**config.mk**
```make
export PLATFORM = sky130hd
export DESIGN_NAME = varint_stream_decoder
export DESIGN_NICKNAME = d
export VERILOG_FILES = /design/src/hdl/vsd_pkg.sv /design/src/hdl/varint_stream_decoder.sv
export SDC_FILE = /design/constraint.sdc
export NUM_CORES = 1
export LEC_CHECK = 0
export BUFFER_PORTS_ARGS = -buffer_cell sky130_fd_sc_hd__buf_2
export CAP_MARGIN = 15
export CORE_MARGIN = 4
export CORE_UTILIZATION = 45
export CTS_BUF_LIST = sky130_fd_sc_hd__clkbuf_4 sky130_fd_sc_hd__clkbuf_8
export CTS_CLUSTER_SIZE = 30
export DETAILED_ROUTE_END_ITERATION = 8
export PLACE_DENSITY = 0.81
export SYNTH_ARGS = -nofsm -noshare
export SYNTH_HDL_FRONTEND = slang
export SYNTH_SLANG_ARGS = --single-unit
```
**constraint.sdc**
```tcl
create_clock -name i_clk -period 14.4 [get_ports i_clk]
set_clock_uncertainty 0.15 [all_clocks]
set_input_delay 2.88 -clock i_clk [delete_from_list [all_inputs] [get_ports i_clk]]
set_output_delay 2.88 -clock i_clk [all_outputs]
set_load 0.01 [all_outputs]
```
**src/hdl/vsd_pkg.sv**
```systemverilog
`default_nettype none
// ----------------------------------------------------------------------------
// vsd_pkg
// Shared types for the base-128 varint stream decoder: decoder phase and
// result status codes.
// ----------------------------------------------------------------------------
package vsd_pkg;

    typedef enum logic [1:0] {
        PH_IDLE    = 2'd0,
        PH_COLLECT = 2'd1,
        PH_DISCARD = 2'd2
    } t_phase;

    typedef enum logic [1:0] {
        ST_OK        = 2'd0,
        ST_TOO_LONG  = 2'd1,
        ST_BAD_LEAD  = 2'd2,
        ST_TRUNCATED = 2'd3
    } t_status;

    localparam int unsigned OUT_DATA_BITS = 72;
    localparam int unsigned OUT_VALUE_BITS = 64;
    localparam int unsigned COUNT_BITS = 4;

endpackage
`default_nettype wire

```
**src/hdl/varint_stream_decoder.sv**
```systemverilog
`default_nettype none
// ----------------------------------------------------------------------------
// varint_stream_decoder
// Decodes big-endian base-128 integers from a byte stream, bit 7 of each
// byte flagging continuation; optional signed mode, length and lead checks.
// The result is registered and appears on m_axis the cycle after the final byte.
// Throughput: one byte per cycle; the byte is merged into the accumulator
// in a single registered step. While a result waits on m_axis the input
// stalls and takes the next byte in the cycle that result leaves.
// Reset (synchronous, active low) returns the decoder to idle, clears the
// output valid and clears signed_mode.
// ----------------------------------------------------------------------------
module varint_stream_decoder #(
    parameter int VALUE_BITS = 64
) (
    input  wire logic        i_clk,
    input  wire logic        i_rst_n,
    // input item stream
    input  wire logic        s_axis_tvalid,
    output logic             s_axis_tready,
    input  wire logic [7:0]  s_axis_tdata,   // data_byte
    input  wire logic        s_axis_tlast,   // end_of_buffer
    // result stream
    output logic             m_axis_tvalid,
    input  wire logic        m_axis_tready,
    output logic [vsd_pkg::OUT_DATA_BITS-1:0] m_axis_tdata,  // value[63:0], byte_count[67:64]
    output logic [1:0]       m_axis_tuser,   // status
    // configuration
    input  wire logic        psel,
    input  wire logic        penable,
    input  wire logic        pwrite,
    input  wire logic [2:0]  paddr,
    input  wire logic [31:0] pwdata,
    output logic [31:0]      prdata,
    output logic             pready
);

    localparam int MAX_BYTES = VALUE_BITS / 7 + 1;
    localparam int LEAD_N    = (VALUE_BITS + 6) / 7;
    localparam int CB        = vsd_pkg::COUNT_BITS;

    vsd_pkg::t_phase           r_phase, n_phase;
    logic [VALUE_BITS-1:0]     r_acc, n_acc;
    logic [VALUE_BITS-1:0]     r_fill, n_fill;
    logic [CB-1:0]             r_cnt, n_cnt;
    logic [6:0]                r_lead, n_lead;
    logic                      r_signed_mode;

    logic                      r_out_valid, n_out_valid;
    logic [VALUE_BITS-1:0]     r_value, n_value;
    vsd_pkg::t_status          r_status, n_status;
    logic [CB-1:0]             r_count, n_count;

    logic                      s_accept;
    logic                      first;
    logic                      neg;
    logic                      ok;
    logic                      emit;
    logic [2:0]                k;
    logic [6:0]                hi;

    assign pready        = 1'b1;
    assign prdata        = (paddr[2] == 1'b0) ? {31'b0, r_signed_mode} : 32'b0;
    assign s_axis_tready = !r_out_valid || m_axis_tready;
    assign s_accept      = s_axis_tvalid && s_axis_tready;
    assign m_axis_tvalid = r_out_valid;
    assign m_axis_tdata  = {4'b0, r_count, vsd_pkg::OUT_VALUE_BITS'(r_value)};
    assign m_axis_tuser  = r_status;

    always_ff @(posedge i_clk) begin
        if (!i_rst_n) begin
            r_signed_mode <= 1'b0;
        end else if (psel && penable && pwrite && pready && paddr[2] == 1'b0) begin
            r_signed_mode <= pwdata[0];
        end
    end

    always_ff @(posedge i_clk) begin
        if (!i_rst_n) begin
            r_phase     <= vsd_pkg::PH_IDLE;
            r_out_valid <= 1'b0;
        end else begin
            r_phase     <= n_phase;
            r_out_valid <= n_out_valid;
        end
        r_acc    <= n_acc;
        r_fill   <= n_fill;
        r_cnt    <= n_cnt;
        r_lead   <= n_lead;
        r_value  <= n_value;
        r_status <= n_status;
        r_count  <= n_count;
    end

    always_comb begin
        n_phase     = r_phase;
        n_acc       = r_acc;
        n_fill      = r_fill;
        n_cnt       = r_cnt;
        n_lead      = r_lead;
        n_out_valid = r_out_valid && !m_axis_tready;
        n_value     = r_value;
        n_status    = r_status;
        n_count     = r_count;
        first       = (r_phase != vsd_pkg::PH_COLLECT);
        neg         = 1'b0;
        ok          = 1'b1;
        emit        = 1'b0;
        k           = 3'(VALUE_BITS - 7 * (int'(n_cnt) - 1));
        hi          = 7'h7f;

        if (s_accept) begin
            case (r_phase)
                vsd_pkg::PH_DISCARD: begin
                    if (s_axis_tlast) begin
                        n_phase = vsd_pkg::PH_IDLE;
                    end
                end
                default: begin
                    n_lead = first ? s_axis_tdata[6:0] : r_lead;
                    n_cnt  = (first ? CB'(0) : r_cnt) + CB'(1);
                    n_acc  = {(first ? {(VALUE_BITS-7){1'b0}} : r_acc[VALUE_BITS-8:0]),
                              s_axis_tdata[6:0]};
                    n_fill = {(first ? {(VALUE_BITS-7){1'b1}} : r_fill[VALUE_BITS-8:0]),
                              7'b0};
                    k      = 3'(VALUE_BITS - 7 * (int'(n_cnt) - 1));
                    hi     = 7'(7'h7f << k);
                    neg    = r_signed_mode && n_lead[6];
                    if (s_axis_tdata[7]) begin
                        if (n_cnt >= CB'(MAX_BYTES)) begin
                            emit     = 1'b1;
                            n_status = vsd_pkg::ST_TOO_LONG;
                            n_value  = '0;
                        end else if (s_axis_tlast) begin
                            emit     = 1'b1;
                            n_status = vsd_pkg::ST_TRUNCATED;
                            n_value  = '0;
                        end else begin
                            n_phase = vsd_pkg::PH_COLLECT;
                        end
                    end else begin
                        emit = 1'b1;
                        if (n_cnt < CB'(LEAD_N)) begin
                            n_status = vsd_pkg::ST_OK;
                            n_value  = n_acc | (neg ? n_fill : '0);
                        end else begin
                            ok = ((n_lead & hi) == (neg ? hi : 7'b0));
                            if (r_signed_mode && (n_acc[VALUE_BITS-1] != neg)) begin
                                ok = 1'b0;
                            end
                            n_status = ok ? vsd_pkg::ST_OK : vsd_pkg::ST_BAD_LEAD;
                            n_value  = ok ? n_acc : '0;
                        end
                    end
                    if (emit) begin
                        n_out_valid = 1'b1;
                        n_count     = n_cnt;
                        n_phase     = (n_status != vsd_pkg::ST_OK && !s_axis_tlast) ?
                                      vsd_pkg::PH_DISCARD : vsd_pkg::PH_IDLE;
                    end
                end
            endcase
        end
    end

`ifndef SYNTHESIS
    a_no_result_without_item: assert property (@(posedge i_clk) disable iff (!i_rst_n)
        (r_out_valid && m_axis_tready && !s_accept) |=> !r_out_valid)
        else $error("result appeared without an accepted item");

    a_count_range: assert property (@(posedge i_clk) disable iff (!i_rst_n)
        r_out_valid |-> (r_count != CB'(0) && r_count <= CB'(MAX_BYTES)))
        else $error("byte count out of range");

    a_error_value_zero: assert property (@(posedge i_clk) disable iff (!i_rst_n)
        (r_out_valid && r_status != vsd_pkg::ST_OK) |-> (r_value == '0))
        else $error("error result carries a nonzero value");

    a_discard_silent: assert property (@(posedge i_clk) disable iff (!i_rst_n)
        (s_accept && r_phase == vsd_pkg::PH_DISCARD) |=> !r_out_valid)
        else $error("result emitted while discarding");
`endif

endmodule
`default_nettype wire
```
==> out/summary.txt <==
register bit total from synthesis: 150
via count: 3,911
most frequent cells after synthesis: 146 x edfxtp_1, 58 x nor2_1, 51 x and2_1
Core ar.: 14,000 um^2
outcome: completed
die area: 16,300 um^2
H-tree depth: 4
Seq/Total Area, Yosys: 69.1%
final setup fails: 0
crit-path max cell delay: 0.19 ns
Final min period: 6.37 ns
WL per Instance: 15.4 um
die span in y: 128 um
part of the cycle the worst path needs: 44.2%
Clock transition at path regs: 0.08 ns
post-CTS sizing: 0
Top FF cell, synth: edfxtp_1
measured slew at the worst slew-check pin: 1.02 ns
Mean Syn Cell Area: 13.0 um^2
port bufs: 90
final hold vios: 0
vias per inst: 5.04
largest net degree at the start of global routing: 82
hpwl dp: 7800 um
Ys Warns: 0
share of cells above drive strength 1: 22.3%
top cell type by total area after synthesis: edfxtp_1
Hold-fix buffers, CTS: 0
1st-pass router iterations: 4
WP data arrival: 3.34 ns
Slew Viols, Final: 0
Worst R2R Path Depth: 10
pwr dens: 117 nW/um^2
worst-path cell chain: buf_2, nand2b_1, buf_2
Slew headroom: 32.2%
starting density of the core: 46.2%
Worst path most repeated cell: buf_2
sw power: 0.197 mW
Max Fclk: 157 MHz
RD Place Congestion: 0.877
# fillers: 1,224
clk_lat worst skew: 0.43 ns
DRC: 0
clock share of power: 33.0%
CTS Sinks: 150
RSZ-0062 raised after global routing: false
Sw Ratio: 23.1%
WS Path Type: input port to output port
multi-input logic area: 1730 um^2
worst slack at placement: 8.03 ns
FF/Latch Area: 4460 um^2
count leader, synth: edfxtp_1
first-pass GRT wire length: 18,900 um
max cap viols: 0
Routed Antenna Nets: 0
Ant. Diodes: 0
EDFF count, synth: 146
Gate power share: 7.1%
kind of start point of the critical path: input port
clock root buffer: clkbuf_8
Post-DP Area: 6930 um^2
CP required: 11.37 ns
maximum VDD drop: 0.0000640 V
worst min-delay path class: flip-flop to flip-flop
CTS tree: yes
CTS max path bufs: 2
Area contributors post-synth: edfxtp_1 68%, and2_1 4.9%, buf_4 4.9%
endpoint class of the critical path: output port
cell count after synthesis: 497
initial antenna violation count: 0
Leak Pwr: 2.83 nW
Die W: 128 um
Power Internal: 0.656 mW
post-synth top area share: 67.9%
Reg power frac: 59.9%
total track usage: 14.8%
IO Count: 160
post-CTS setup buffer count: 0
Slowest-stage cell, CP: nand2b_1
largest fanout on the critical path: 4
vias in the first global route: 3,846
Worst Slack Setup Final: 8.03 ns
Routed WL: 12,000 um
hold path cells: 1
synth unique cells: 47
final net count: 636
post-synthesis async set-or-reset flop share: 0%
Post-Syn Area: 6460 um^2
setup_tns: 0 ns
starting DRC count in detailed routing: 346
Rows: 43
Inserted Clock Buffers: 17
fin area: 7300 um^2
Syn-to-layout area delta: 13.0%
GR Overflow Total: 0
==> worst max-delay path: cells and delay by family <==
family | cells | cell delay [ns]
buf+inv | 2 | 0.28
simple gates | 1 | 0.19
==> final cells by class <==
class	instances	share of cell area, %
multi-input cells	314	23.8
repair buffers	95	6.96
well taps	180	3.09
clock buffers	17	3.21
inverters	6	0.309
flip-flops and latches	150	61.2
clock inverters	14	1.53
==> metrics by stage <==
step | hold slack, ns | instances | total power [mW] | util, %
global route | 0.405 | 776 | 0.888 | 52.2
CTS | 0.392 | 775 | 0.860 | 52.0
global placement | 0.351 | 744 | 0.578 | 49.5
floorplan | 0.343 | 531 | 0.567 | -
detailed placement | 0.373 | 744 | 0.581 | 49.5
finish | 0.390 | 776 | 0.853 | 52.2
==> placed cells by master, fill, tap and decap left out, types with 5 or more instances in the layout <==
master,netlist,routed
nor3b_1,8,8
a21oi_1,12,11
nand2_1,22,22
and2_1,51,51
nor2_1,58,58
buf_2,3,90
mux2i_1,5,5
nand2b_1,8,8
edfxtp_1,146,146
inv_1,5,5
nor3_1,16,16
conb_1,2,36
xor2_1,6,6
nor2b_1,12,11
clkbuf_8,0,17
o21ai_0,45,45
==> state kept, by name, indices dropped and copies added, names as in the netlist <==
name           cells
r_count            4
r_cnt              4
m_axis_tuser       2
r_signed_mode      1
r_acc             57
r_lead             7
r_phase            2
m_axis_tvalid      1
r_value           64
r_fill             8
==> cell families after synthesis <==
kind of cell	share of synthesized area, %
other	0.116
XOR/XNOR	0.949
AND/OR/NAND/NOR	15.3
flip-flops	69.1
AO/OA/AOI/OAI	6.57
multiplexers	1.12
buffers and inverters	6.62
adder cells (fa/ha/maj)	0.194
==> path summary, 6_finish.rpt <==
check	from	end	slack, ns
max	m_axis_tready	s_axis_tready	8.03
min	r_fill[34]$_DFFE_PP_	r_fill[41]$_DFFE_PP_	0.39
max reg2reg	r_phase[0]$_SDFFE_PN0P_	r_value[36]$_SDFFCE_PP0P_	10.42
min reg2reg	r_fill[34]$_DFFE_PP_	r_fill[41]$_DFFE_PP_	0.39
==> power by group through the flow <==
stage          Sequential (mW)  Combinational (mW)  Clock, mW
2_1_floorplan            0.528              0.0383          0
3_3_place_gp             0.520              0.0585          0
3_5_place_dp             0.521              0.0602          0
4_1_cts                  0.511              0.0605      0.289
5_1_grt                  0.513              0.0673      0.308
6_report                 0.511              0.0608      0.281
==> routing by layer <==
metal / GRT usage, % / part of all wire [%]
met4: 6.62 / 2.4
met3: 4.50 / 7.1
met5: 0 / 0
met2: 23.6 / 48
met1: 18.7 / 42
(Power assumes the default switching activity.)
